<file path="src/hdl/bltc_pkg.sv">
// Shared constants, command codes and control types of the block tag LRU cache.
`default_nettype none

package bltc_pkg;

    // Fixed widths of the transaction fields.
    localparam int CMD_W      = 2;
    localparam int LEVEL_W    = 4;
    localparam int INDEX_W    = 12;
    localparam int SEL_W      = 4;
    localparam int SLOT_OUT_W = 4;
    localparam int STAMP_W    = 32;

    // Default configuration of the tag store.
    localparam int DEF_SLOTS      = 16;
    localparam int DEF_LEVEL_BITS = 4;
    localparam int DEF_INDEX_BITS = 12;

    // Command codes; code 3 is unused and produces an all-zero result.
    localparam logic [CMD_W-1:0] CMD_LOOKUP = 2'd0;
    localparam logic [CMD_W-1:0] CMD_CLAIM  = 2'd1;
    localparam logic [CMD_W-1:0] CMD_INVAL  = 2'd2;

    // Commands from the controller to the datapath.
    typedef struct packed {
        logic accept;
        logic scan;
        logic commit;
    } t_dp_ctl;

    // Status from the datapath to the controller.
    typedef struct packed {
        logic need_scan;
        logic scan_last;
        logic out_free;
    } t_dp_status;

endpackage

`default_nettype wire

</file>
<file path="src/hdl/bltc_ifs.sv">
// Request and response channel interfaces of the block tag LRU cache.
`default_nettype none

interface bltc_req_if import bltc_pkg::*; ();
    logic                 valid;
    logic                 ready;
    logic [CMD_W-1:0]     command;
    logic [LEVEL_W-1:0]   level;
    logic [INDEX_W-1:0]   block_x;
    logic [INDEX_W-1:0]   block_y;
    logic [SEL_W-1:0]     slot_index;

    modport source (output valid, command, level, block_x, block_y, slot_index,
                    input ready);
    modport sink   (input valid, command, level, block_x, block_y, slot_index,
                    output ready);
endinterface

interface bltc_rsp_if import bltc_pkg::*; ();
    logic                  valid;
    logic                  ready;
    logic                  hit;
    logic [SLOT_OUT_W-1:0] slot;
    logic                  evicted;

    modport source (output valid, hit, slot, evicted, input ready);
    modport sink   (input valid, hit, slot, evicted, output ready);
endinterface

`default_nettype wire

</file>
<file path="src/hdl/block_tag_lru_cache_core.sv">
// Top level of the block tag LRU cache: controller and datapath.
// The block is a fully associative tag store with least recently used
// replacement by 32-bit timestamps, held in a SLOTS-entry tag memory.
// Requests arrive on i_req as valid/ready transactions carrying a command
// (lookup, claim or invalidate), a key of level, block column and block row,
// and a slot index for invalidation. Each request gives exactly one
// response transaction on o_rsp with hit, slot and evicted.
// Lookup and claim walk the tag memory one entry per cycle through its
// single registered read port. Such a request steps through accept, a read
// of each of the SLOTS entries in turn, a drain step that compares the last
// entry and a commit step that loads the response register; only then is a
// new request taken.
// Invalidate and the unused command need no scan and go from accept to commit.
// The response sits in an output register, so the next request is taken and
// scanned while the previous response still waits; if the receiver stalls,
// the block holds the finished request at its commit step until the output
// register is free, and accepts nothing more meanwhile.
// Reset clears all valid marks, the use counter and the response register;
// the tag memory itself is not cleared, since an entry is only ever read
// as a match or eviction candidate once it has been written.
`default_nettype none

module block_tag_lru_cache_core import bltc_pkg::*; #(
    parameter int SLOTS      = DEF_SLOTS,
    parameter int LEVEL_BITS = DEF_LEVEL_BITS,
    parameter int INDEX_BITS = DEF_INDEX_BITS
) (
    input  wire logic  i_clk,
    input  wire logic  i_rst_n,
    bltc_req_if.sink   i_req,
    bltc_rsp_if.source o_rsp
);

    t_dp_ctl    w_ctl;
    t_dp_status w_status;
    logic       w_req_ready;

    assign i_req.ready = w_req_ready;

    // The controller sequences accept, scan and commit; it sees no payload.
    bltc_ctrl u_ctrl (
        .i_clk       (i_clk),
        .i_rst_n     (i_rst_n),
        .i_req_valid (i_req.valid),
        .i_status    (w_status),
        .o_req_ready (w_req_ready),
        .o_ctl       (w_ctl)
    );

    // The datapath holds the tags, valid marks, stamps and the response.
    bltc_dp #(
        .SLOTS      (SLOTS),
        .LEVEL_BITS (LEVEL_BITS),
        .INDEX_BITS (INDEX_BITS)
    ) u_dp (
        .i_clk        (i_clk),
        .i_rst_n      (i_rst_n),
        .i_ctl        (w_ctl),
        .o_status     (w_status),
        .i_command    (i_req.command),
        .i_level      (i_req.level),
        .i_block_x    (i_req.block_x),
        .i_block_y    (i_req.block_y),
        .i_slot_index (i_req.slot_index),
        .i_rsp_ready  (o_rsp.ready),
        .o_rsp_valid  (o_rsp.valid),
        .o_hit        (o_rsp.hit),
        .o_slot       (o_rsp.slot),
        .o_evicted    (o_rsp.evicted)
    );

endmodule

`default_nettype wire

</file>
<file path="src/hdl/bltc_ctrl.sv">
// Sequencing state machine of the block tag LRU cache.
`default_nettype none

module bltc_ctrl import bltc_pkg::*; (
    input  wire logic       i_clk,
    input  wire logic       i_rst_n,
    input  wire logic       i_req_valid,
    input  wire t_dp_status i_status,
    output logic            o_req_ready,
    output t_dp_ctl         o_ctl
);

    typedef enum logic [1:0] {
        ST_IDLE,
        ST_SCAN,
        ST_DRAIN,
        ST_COMMIT
    } t_state;

    t_state r_state;

    always_comb begin
        o_req_ready   = (r_state == ST_IDLE);
        o_ctl.accept  = (r_state == ST_IDLE) && i_req_valid;
        o_ctl.scan    = (r_state == ST_SCAN);
        o_ctl.commit  = (r_state == ST_COMMIT) && i_status.out_free;
    end

    always_ff @(posedge i_clk) begin
        if (!i_rst_n) begin
            r_state <= ST_IDLE;
        end else begin
            unique case (r_state)
                ST_IDLE: begin
                    if (i_req_valid) begin
                        r_state <= i_status.need_scan ? ST_SCAN : ST_COMMIT;
                    end
                end
                ST_SCAN: begin
                    if (i_status.scan_last) begin
                        r_state <= ST_DRAIN;
                    end
                end
                ST_DRAIN: begin
                    r_state <= ST_COMMIT;
                end
                ST_COMMIT: begin
                    if (i_status.out_free) begin
                        r_state <= ST_IDLE;
                    end
                end
                default: begin
                    r_state <= ST_IDLE;
                end
            endcase
        end
    end

    // A finished result waits in COMMIT until the output register is free.
    a_commit_waits: assert property (@(posedge i_clk) disable iff (!i_rst_n)
        (r_state == ST_COMMIT && !i_status.out_free) |=> (r_state == ST_COMMIT))
        else $error("commit left while the output register was occupied");

    // Commands without a scan go straight to the commit step.
    a_no_scan_path: assert property (@(posedge i_clk) disable iff (!i_rst_n)
        (o_ctl.accept && !i_status.need_scan) |=> (r_state == ST_COMMIT))
        else $error("invalidate or unknown command did not go to commit");

endmodule

`default_nettype wire

</file>
<file path="src/hdl/bltc_dp.sv">
// Tag memory, scan comparators, use counter and result register of the cache.
`default_nettype none

module bltc_dp import bltc_pkg::*; #(
    parameter int SLOTS      = DEF_SLOTS,
    parameter int LEVEL_BITS = DEF_LEVEL_BITS,
    parameter int INDEX_BITS = DEF_INDEX_BITS
) (
    input  wire logic                  i_clk,
    input  wire logic                  i_rst_n,
    input  wire t_dp_ctl               i_ctl,
    output t_dp_status                 o_status,
    input  wire logic [CMD_W-1:0]      i_command,
    input  wire logic [LEVEL_W-1:0]    i_level,
    input  wire logic [INDEX_W-1:0]    i_block_x,
    input  wire logic [INDEX_W-1:0]    i_block_y,
    input  wire logic [SEL_W-1:0]      i_slot_index,
    input  wire logic                  i_rsp_ready,
    output logic                       o_rsp_valid,
    output logic                       o_hit,
    output logic [SLOT_OUT_W-1:0]      o_slot,
    output logic                       o_evicted
);

    localparam int SLOT_W    = (SLOTS > 1) ? $clog2(SLOTS) : 1;
    localparam int KEY_W     = LEVEL_BITS + 2 * INDEX_BITS;
    localparam int ENTRY_W   = KEY_W + STAMP_W;
    localparam int SEL_CMP_W = 8;

    // Key of the incoming request, cut or zero-extended to the stored widths.
    logic [LEVEL_BITS-1:0] w_key_lvl;
    logic [INDEX_BITS-1:0] w_key_x;
    logic [INDEX_BITS-1:0] w_key_y;

    genvar gb;
    generate
        for (gb = 0; gb < LEVEL_BITS; gb++) begin : g_lvl
            if (gb < LEVEL_W) begin : g_in
                assign w_key_lvl[gb] = i_level[gb];
            end else begin : g_zero
                assign w_key_lvl[gb] = 1'b0;
            end
        end
        for (gb = 0; gb < INDEX_BITS; gb++) begin : g_idx
            if (gb < INDEX_W) begin : g_in
                assign w_key_x[gb] = i_block_x[gb];
                assign w_key_y[gb] = i_block_y[gb];
            end else begin : g_zero
                assign w_key_x[gb] = 1'b0;
                assign w_key_y[gb] = 1'b0;
            end
        end
    endgenerate

    // Entry layout: key in the upper bits, stamp in the lower bits.
    logic [ENTRY_W-1:0]    r_mem [SLOTS];
    logic [SLOTS-1:0]      r_valid;
    logic [STAMP_W-1:0]    r_use_cnt;
    logic [STAMP_W-1:0]    n_use_cnt;

    // Captured request.
    logic [CMD_W-1:0]      r_cmd;
    logic [KEY_W-1:0]      r_key;
    logic [SEL_W-1:0]      r_sel;

    // Scan pipeline and search trackers.
    logic [SLOT_W-1:0]     r_addr;
    logic [ENTRY_W-1:0]    r_rd_data;
    logic [SLOT_W-1:0]     r_rd_idx;
    logic                  r_rd_vld;
    logic                  r_found;
    logic [SLOT_W-1:0]     r_best;
    logic                  r_free;
    logic [SLOT_W-1:0]     r_free_idx;
    logic [STAMP_W-1:0]    r_min;
    logic [SLOT_W-1:0]     r_min_idx;

    // Result register.
    logic                  r_out_valid;
    logic                  r_hit;
    logic [SLOT_OUT_W-1:0] r_slot;
    logic                  r_evicted;

    // Commit decision.
    logic [SLOT_W-1:0]     w_victim;
    logic [SLOT_W-1:0]     w_sel_idx;
    logic                  w_sel_ok;
    logic                  w_we;
    logic [SLOT_W-1:0]     w_waddr;
    logic                  w_set_valid;
    logic                  w_clr_valid;
    logic                  w_hit;
    logic [SLOT_OUT_W-1:0] w_slot;
    logic                  w_evicted;

    logic [KEY_W-1:0]      w_rd_key;
    logic [STAMP_W-1:0]    w_rd_stamp;
    logic                  w_rd_slot_valid;

    assign n_use_cnt       = STAMP_W'(r_use_cnt + 32'd1);
    assign w_rd_key        = r_rd_data[ENTRY_W-1:STAMP_W];
    assign w_rd_stamp      = r_rd_data[STAMP_W-1:0];
    assign w_rd_slot_valid = r_valid[r_rd_idx];

    assign w_victim  = r_free ? r_free_idx : r_min_idx;
    assign w_sel_idx = SLOT_W'(r_sel);
    assign w_sel_ok  = (SEL_CMP_W'(r_sel) < SEL_CMP_W'(SLOTS));

    always_comb begin
        w_we        = 1'b0;
        w_waddr     = w_victim;
        w_set_valid = 1'b0;
        w_clr_valid = 1'b0;
        w_hit       = 1'b0;
        w_slot      = '0;
        w_evicted   = 1'b0;
        unique case (r_cmd)
            CMD_LOOKUP: begin
                if (r_found) begin
                    w_we    = 1'b1;
                    w_waddr = r_best;
                    w_hit   = 1'b1;
                    w_slot  = SLOT_OUT_W'(r_best);
                end
            end
            CMD_CLAIM: begin
                w_we        = 1'b1;
                w_set_valid = 1'b1;
                w_slot      = SLOT_OUT_W'(w_victim);
                w_evicted   = !r_free;
            end
            CMD_INVAL: begin
                w_clr_valid = w_sel_ok;
                w_slot      = SLOT_OUT_W'(r_sel);
            end
            default: begin
            end
        endcase
    end

    assign o_status.need_scan = (i_command == CMD_LOOKUP) || (i_command == CMD_CLAIM);
    assign o_status.scan_last = (r_addr == SLOT_W'(SLOTS - 1));
    assign o_status.out_free  = !r_out_valid || i_rsp_ready;

    assign o_rsp_valid = r_out_valid;
    assign o_hit       = r_hit;
    assign o_slot      = r_slot;
    assign o_evicted   = r_evicted;

    // Tag memory: one write port at commit, one registered read port for the scan.
    always_ff @(posedge i_clk) begin
        if (i_ctl.commit && w_we) begin
            r_mem[w_waddr] <= {r_key, n_use_cnt};
        end
    end

    always_ff @(posedge i_clk) begin
        if (i_ctl.scan) begin
            r_rd_data <= r_mem[r_addr];
        end
    end

    // Control state.
    always_ff @(posedge i_clk) begin
        if (!i_rst_n) begin
            r_valid     <= '0;
            r_use_cnt   <= '0;
            r_out_valid <= 1'b0;
            r_rd_vld    <= 1'b0;
        end else begin
            r_rd_vld <= i_ctl.scan;
            if (i_ctl.commit) begin
                r_out_valid <= 1'b1;
                if (w_we) begin
                    r_use_cnt <= n_use_cnt;
                end
                if (w_set_valid) begin
                    r_valid[w_waddr] <= 1'b1;
                end
                if (w_clr_valid) begin
                    r_valid[w_sel_idx] <= 1'b0;
                end
            end else if (i_rsp_ready) begin
                r_out_valid <= 1'b0;
            end
        end
    end

    // Request capture, scan trackers and result payload.
    always_ff @(posedge i_clk) begin
        if (i_ctl.accept) begin
            r_cmd   <= i_command;
            r_key   <= {w_key_lvl, w_key_x, w_key_y};
            r_sel   <= i_slot_index;
            r_addr  <= '0;
            r_found <= 1'b0;
            r_free  <= 1'b0;
        end
        if (i_ctl.scan) begin
            r_rd_idx <= r_addr;
            r_addr   <= SLOT_W'(r_addr + 1'b1);
        end
        if (r_rd_vld) begin
            if (!r_found && w_rd_slot_valid && (w_rd_key == r_key)) begin
                r_found <= 1'b1;
                r_best  <= r_rd_idx;
            end
            if (!r_free && !w_rd_slot_valid) begin
                r_free     <= 1'b1;
                r_free_idx <= r_rd_idx;
            end
            // Strict compare keeps the lowest index among equal stamps.
            if ((r_rd_idx == '0) || (w_rd_stamp < r_min)) begin
                r_min     <= w_rd_stamp;
                r_min_idx <= r_rd_idx;
            end
        end
        if (i_ctl.commit) begin
            r_hit     <= w_hit;
            r_slot    <= w_slot;
            r_evicted <= w_evicted;
        end
    end

    // A claimed slot is valid straight after the commit.
    a_claim_sets_valid: assert property (@(posedge i_clk) disable iff (!i_rst_n)
        (i_ctl.commit && r_cmd == CMD_CLAIM) |=> r_valid[$past(w_victim)])
        else $error("claimed slot not marked valid");

    // The use counter only moves when a stamp is written.
    a_counter_quiet: assert property (@(posedge i_clk) disable iff (!i_rst_n)
        !i_ctl.commit |=> $stable(r_use_cnt))
        else $error("use counter changed outside a commit");

endmodule

`default_nettype wire
</file>
<file path="src/flat_wrapper.sv">
// flat-port wrapper written by rule: the top's interface ports become plain ports
module block_tag_lru_cache_core_flat import bltc_pkg::*;
#(
    parameter int SLOTS      = DEF_SLOTS,
    parameter int LEVEL_BITS = DEF_LEVEL_BITS,
    parameter int INDEX_BITS = DEF_INDEX_BITS
)
  (i_clk, i_rst_n, i_req_valid, i_req_command, i_req_level, i_req_block_x, i_req_block_y, i_req_slot_index, i_req_ready, o_rsp_valid, o_rsp_hit, o_rsp_slot, o_rsp_evicted, o_rsp_ready);
  bltc_req_if i_req_i ();
  bltc_rsp_if o_rsp_i ();
  input  wire logic i_clk;
  input  wire logic i_rst_n;
  input wire logic [$bits(i_req_i.valid)-1:0] i_req_valid;
  input wire logic [$bits(i_req_i.command)-1:0] i_req_command;
  input wire logic [$bits(i_req_i.level)-1:0] i_req_level;
  input wire logic [$bits(i_req_i.block_x)-1:0] i_req_block_x;
  input wire logic [$bits(i_req_i.block_y)-1:0] i_req_block_y;
  input wire logic [$bits(i_req_i.slot_index)-1:0] i_req_slot_index;
  output wire logic [$bits(i_req_i.ready)-1:0] i_req_ready;
  output wire logic [$bits(o_rsp_i.valid)-1:0] o_rsp_valid;
  output wire logic [$bits(o_rsp_i.hit)-1:0] o_rsp_hit;
  output wire logic [$bits(o_rsp_i.slot)-1:0] o_rsp_slot;
  output wire logic [$bits(o_rsp_i.evicted)-1:0] o_rsp_evicted;
  input wire logic [$bits(o_rsp_i.ready)-1:0] o_rsp_ready;
  assign i_req_i.valid = i_req_valid;
  assign i_req_i.command = i_req_command;
  assign i_req_i.level = i_req_level;
  assign i_req_i.block_x = i_req_block_x;
  assign i_req_i.block_y = i_req_block_y;
  assign i_req_i.slot_index = i_req_slot_index;
  assign i_req_ready = i_req_i.ready;
  assign o_rsp_valid = o_rsp_i.valid;
  assign o_rsp_hit = o_rsp_i.hit;
  assign o_rsp_slot = o_rsp_i.slot;
  assign o_rsp_evicted = o_rsp_i.evicted;
  assign o_rsp_i.ready = o_rsp_ready;
  block_tag_lru_cache_core #(.SLOTS(SLOTS), .LEVEL_BITS(LEVEL_BITS), .INDEX_BITS(INDEX_BITS)) u_core (.i_clk(i_clk), .i_rst_n(i_rst_n), .i_req(i_req_i), .o_rsp(o_rsp_i));
endmodule
</file>
<file path="config.mk">
export PLATFORM = sky130hd
export DESIGN_NAME = block_tag_lru_cache_core_flat
export DESIGN_NICKNAME = d
export VERILOG_FILES = /design/src/hdl/bltc_pkg.sv /design/src/hdl/bltc_ifs.sv /design/src/hdl/block_tag_lru_cache_core.sv /design/src/hdl/bltc_ctrl.sv /design/src/hdl/bltc_dp.sv /design/src/flat_wrapper.sv
export SDC_FILE = /design/constraint.sdc
export NUM_CORES = 1
export LEC_CHECK = 0
export BUFFER_PORTS_ARGS = -buffer_cell sky130_fd_sc_hd__buf_2
export CAP_MARGIN = 25
export CORE_ASPECT_RATIO = 0.75
export CORE_MARGIN = 1.5
export CORE_UTILIZATION = 36
export CTS_CLUSTER_SIZE = 12
export DETAILED_ROUTE_END_ITERATION = 12
export HOLD_SLACK_MARGIN = 0.08
export PLACE_DENSITY = 0.52
export SLEW_MARGIN = 15
export SYNTH_ARGS = -nofsm -noshare
export SYNTH_HDL_FRONTEND = slang
export SYNTH_SLANG_ARGS = --single-unit
</file>
<file path="constraint.sdc">
create_clock -name i_clk -period 4.5 [get_ports i_clk]
set_input_delay 0.225 -clock i_clk [delete_from_list [all_inputs] [get_ports i_clk]]
set_output_delay 0.225 -clock i_clk [all_outputs]
set_load 0.03 [all_outputs]
</file>
==> impl_results.md <==
- Status: finished, violations left
- Failing checks: DRC
- Nets@finish: 2320
- Clock network latency to the later pin of the worst-skew pair: 730 ps
- Post-route ant nets: 0
- IO buf count: 45
- Placed Area: 47850 sq um
- Main combinational cell family by area after synthesis: multiplexers
- Mux cell area share after synthesis: 0.1566
- Critical path startpoint category: register
- Crit. End Element: register
- Vias in the first global route: 21501
- DR vias/cell: 5.205
- Max incr delay on CP: 580 ps
- Area of the die: 127200 sq um
- Routability congestion estimate: 0.7792
- Via Count: 20674
- Period utilization: 0.7097
- All-Layer GR Usage: 0.1578
- Leakage: 15.06 nW
- Combinational power share: 0.195
- DR WL/cell: 25.08 um
- Net count after synthesis: between 2000 and 2500
- Post-route cell area: 51750 sq um
- Worst slew pin tran: about 920 ps
- Final worst setup slack: 1306 ps
- RSZ-0062 raised after global routing: no
- Period minus WS final: 3194 ps
- Compound-Gate Fraction of Synth Area: 0.01182
- CTS clk-pin slew, worst paths: ~70 ps
- Total internal power: 0.02010 W
- Ys flop type: edfxtp_1
- Row cnt: approximately 110
- DP Wirelength: 54.70 mm
- Commonest non-fill, non-tap cells in the layout: edfxtp_1, mux4_2, clkbuf_16
- Hold Crit Depth: 2
- FFs w/ async S/R, synth: 0
- Sequential share of power: 0.483
- Die Ht: just over 300 um
- Final hold viol count: 0
- Most common cell after layout, fill and taps aside: edfxtp_1
- Switching share of power: 0.2667
- Clock network power share: 0.322
- Number of synthesized register bits: 1166
- Crit Reg-Reg Endpoint: u_core.u_dp.r_mem[3][51]
- CP dominant cell by count: buf_4
- Seq/Total Area, Yosys: 0.7660
- Yosys warns: 0
- Slew Limit Headroom: 0.3889
- Initial Util: 0.3625
- Largest net degree at the start of global routing: about 110
- Max Clock Freq: ~310 MHz
- Flop-to-flop setup slack: 1310 ps
- # setup viols final: 0
- WP data required: 4850 ps
- Final Skew: ~50 ps
- DRC Markers: 6
- TritonCTS clock tree: yes
- Initial antenna violation count: 3
- Arr. time, crit path: approximately 3500 ps
- Net Sw Power: 0.007310 W
- Core footprint: 124200 sq um
- Synth Instances: slightly above 2000
- Min Hold Slack: 198.3 ps
- TritonCTS buffer count: 113
- Syn Area/Cell: 21.91 sq um
- CP Cell Sequence: nor3b_1 > buf_4 > mux2i_1 > nand3_1 > nor2_4 > buf_4
- Clk buf depth: 3
- Area Overhead vs Synth: 14.98%
- Detailed Route WL: 99.62 mm
- Synth Area in Adders: 0.01029
- Place WS: 998.5 ps
- Slowest stage cell, crit path: buf_4
- Clock sink count: 1166
- PD cells: ~530 nW/um^2
- Drt first-iter violations: between 1500 and 2000
- Worst R2R Path Depth: 6
- Layout cells sized above 1: 0.2714
- H-tree depth: 3
- Io pins: 46
- Fin. max-slew vios: 0
- CP Class: reg2reg
- Synth unique cells: 57
- Mapped Area: 45010 sq um
- Synth Area in XOR/XNOR: 0.01537
- CTS root buf: clkbuf_16
- EDFF count, synth: 1112
- Max Cap Viol: 0
- Chip width: between 400 and 500 um
- TNS Setup: 0 ps
- CP max FO: 33
- Hold Path Class: in2reg
- Min-Delay Endpoint: u_core.u_dp.r_key[3]
- GRT overflow: 0
- Max VDD drop: 0.0003479 V
- Post-Synth Simple-Gate Area: 0.02822
- Setup bufs post-CTS: 0
- 1st-pass router iterations: 9
- R2R Path Start: u_core.u_dp.r_cmd[1]
- First-pass GRT wire length: 146.2 mm
- Min-delay src: i_req_block_y[3]
power by group through the flow:
stage | sequential (W) | clock, W | combinational [W]
floorplan | 0.0133 | 0 | 0.00386
global placement | 0.0134 | 0 | 0.00543
detailed placement | 0.0135 | 0 | 0.00547
CTS | 0.0132 | 0.00909 | 0.00551
global route | 0.0133 | 0.00949 | 0.00578
finish | 0.0132 | 0.00884 | 0.00535
synth_stat cells (2+ instances only):
master    count  area, sq um
o21a_1        2        15.01
or4_1         2        15.01
o31ai_1       3        22.52
and3_1        4        25.02
a21oi_1      22        110.1
inv_1        42        157.7
dfxtp_1      54         1081
mux2i_1      10        100.1
a211oi_1      5        37.54
nor3_1        9        45.04
xnor2_1      54        473.0
nand4_1      15        93.84
edfxtp_1   1112        33390
nor3b_1       2        15.01
buf_1         6        22.52
and2_1        5        31.28
nor2b_1       5        31.28
nand4_4       2        42.54
xor2_1       25        219.0
o21ai_0      11        55.05
nor4b_1       3        26.28
nor4_1       16        100.1
mux4_2      305         6869
o221a_2      15        168.9
nand2_1      50        187.7
ha_1         37        462.9
nand2b_1     11        68.82
clkbuf_1     59        221.5
or3_1         7        43.79
buf_2        22        110.1
a22oi_1       4        30.03
nor2_1       79        296.5
mux2_2        7        78.83
o22ai_1       4        25.02
a21o_1        2        15.01
and4_1        3        26.28
nand3b_1      3        22.52
nand3_1      18        90.09
state kept, by name (all words and copies together), names as in the netlist, 2 cells and up:
name,flops
u_core.u_dp.r_rd_idx,4
u_core.u_dp.o_slot,4
u_core.u_dp.r_rd_data,60
u_core.u_dp.r_use_cnt,32
u_core.u_dp.r_free_idx,4
u_core.u_dp.r_best,4
u_core.u_dp.r_min_idx,4
u_core.u_dp.r_addr,4
u_core.u_dp.r_sel,4
u_core.u_dp.r_cmd,2
u_core.u_ctrl.r_state,2
u_core.u_dp.r_min,32
u_core.u_dp.r_mem,960
u_core.u_dp.r_key,28
u_core.u_dp.r_valid,16
timing repair:
item	4_1_cts	5_1_grt
resized for setup	0	0
hold buffers	37	0
endpoints found under the hold margin	59	0
endpoints found under the setup margin	0	0
per-layer routing:
metal / vias up / global-route usage / wire, um
met4: 0 / 0.03587 / 1705
met1: 11150 / 0.2441 / 48820
met3: 125 / 0.02945 / 5301
met2: 494 / 0.2308 / 43790
met5: - / 0 / 0
li1: 8905 / - / -
worst max path at each step:
stage                                         from                         to  slack (ps)
final                         u_core.u_dp.r_cmd[1]   u_core.u_dp.r_mem[3][51]        1310
after global placement    u_core.u_ctrl.r_state[0]  u_core.u_dp.r_mem[10][57]        1070
after floorplan            u_core.u_dp.o_rsp_valid    u_core.u_dp.r_mem[9][0]        -210
after detailed placement  u_core.u_ctrl.r_state[0]  u_core.u_dp.r_mem[10][57]        1000
after global routing          u_core.u_dp.r_cmd[1]   u_core.u_dp.r_mem[3][21]        1200
after CTS                 u_core.u_ctrl.r_state[0]  u_core.u_dp.r_mem[10][57]        1000
cell families (layout without fill, tap and decap cells):
logic type | count (synthesis) | in the layout
xor gates and xnor gates | 79 | 79
muxes | 322 | 322
adders and majority gates | 37 | 37
buffers and inverters | 131 | 395
AOI/OAI and AO/OA | 74 | 74
other | 0 | 1
DFF | 1166 | 1166
and+or+nand+nor | 245 | 245
critical path, delay by kind of cell, from the launching register on:
kind / cells / cell delay (ps)
muxes: 1 / 570
DFF: 1 / 520
and+or+nand+nor: 3 / 930
buffers and inverters: 2 / 790
stage by stage:
stage	power, W	instances	utilization
global route	0.02856	3971	0.4168
finish	0.02741	3972	0.4168
CTS	0.02783	3960	0.4156
global placement	0.01885	3729	0.3850
floorplan	0.01711	2054	-
detailed placement	0.01892	3735	0.3854
cell type report:
type | instances | area [sq um]
Inverter | 42 | 157.7
Fill cell | 10806 | 72410
Clock inverter | 20 | 264.0
Timing Repair Buffer | 165 | 1449
Clock buffer | 168 | 3114
Tap cell | 1653 | 2068
Sequential cell | 1166 | 34470
Antenna cell | 1 | 2.502
Multi-Input combinational cell | 757 | 10220
Power figures use the tool's default switching activity.
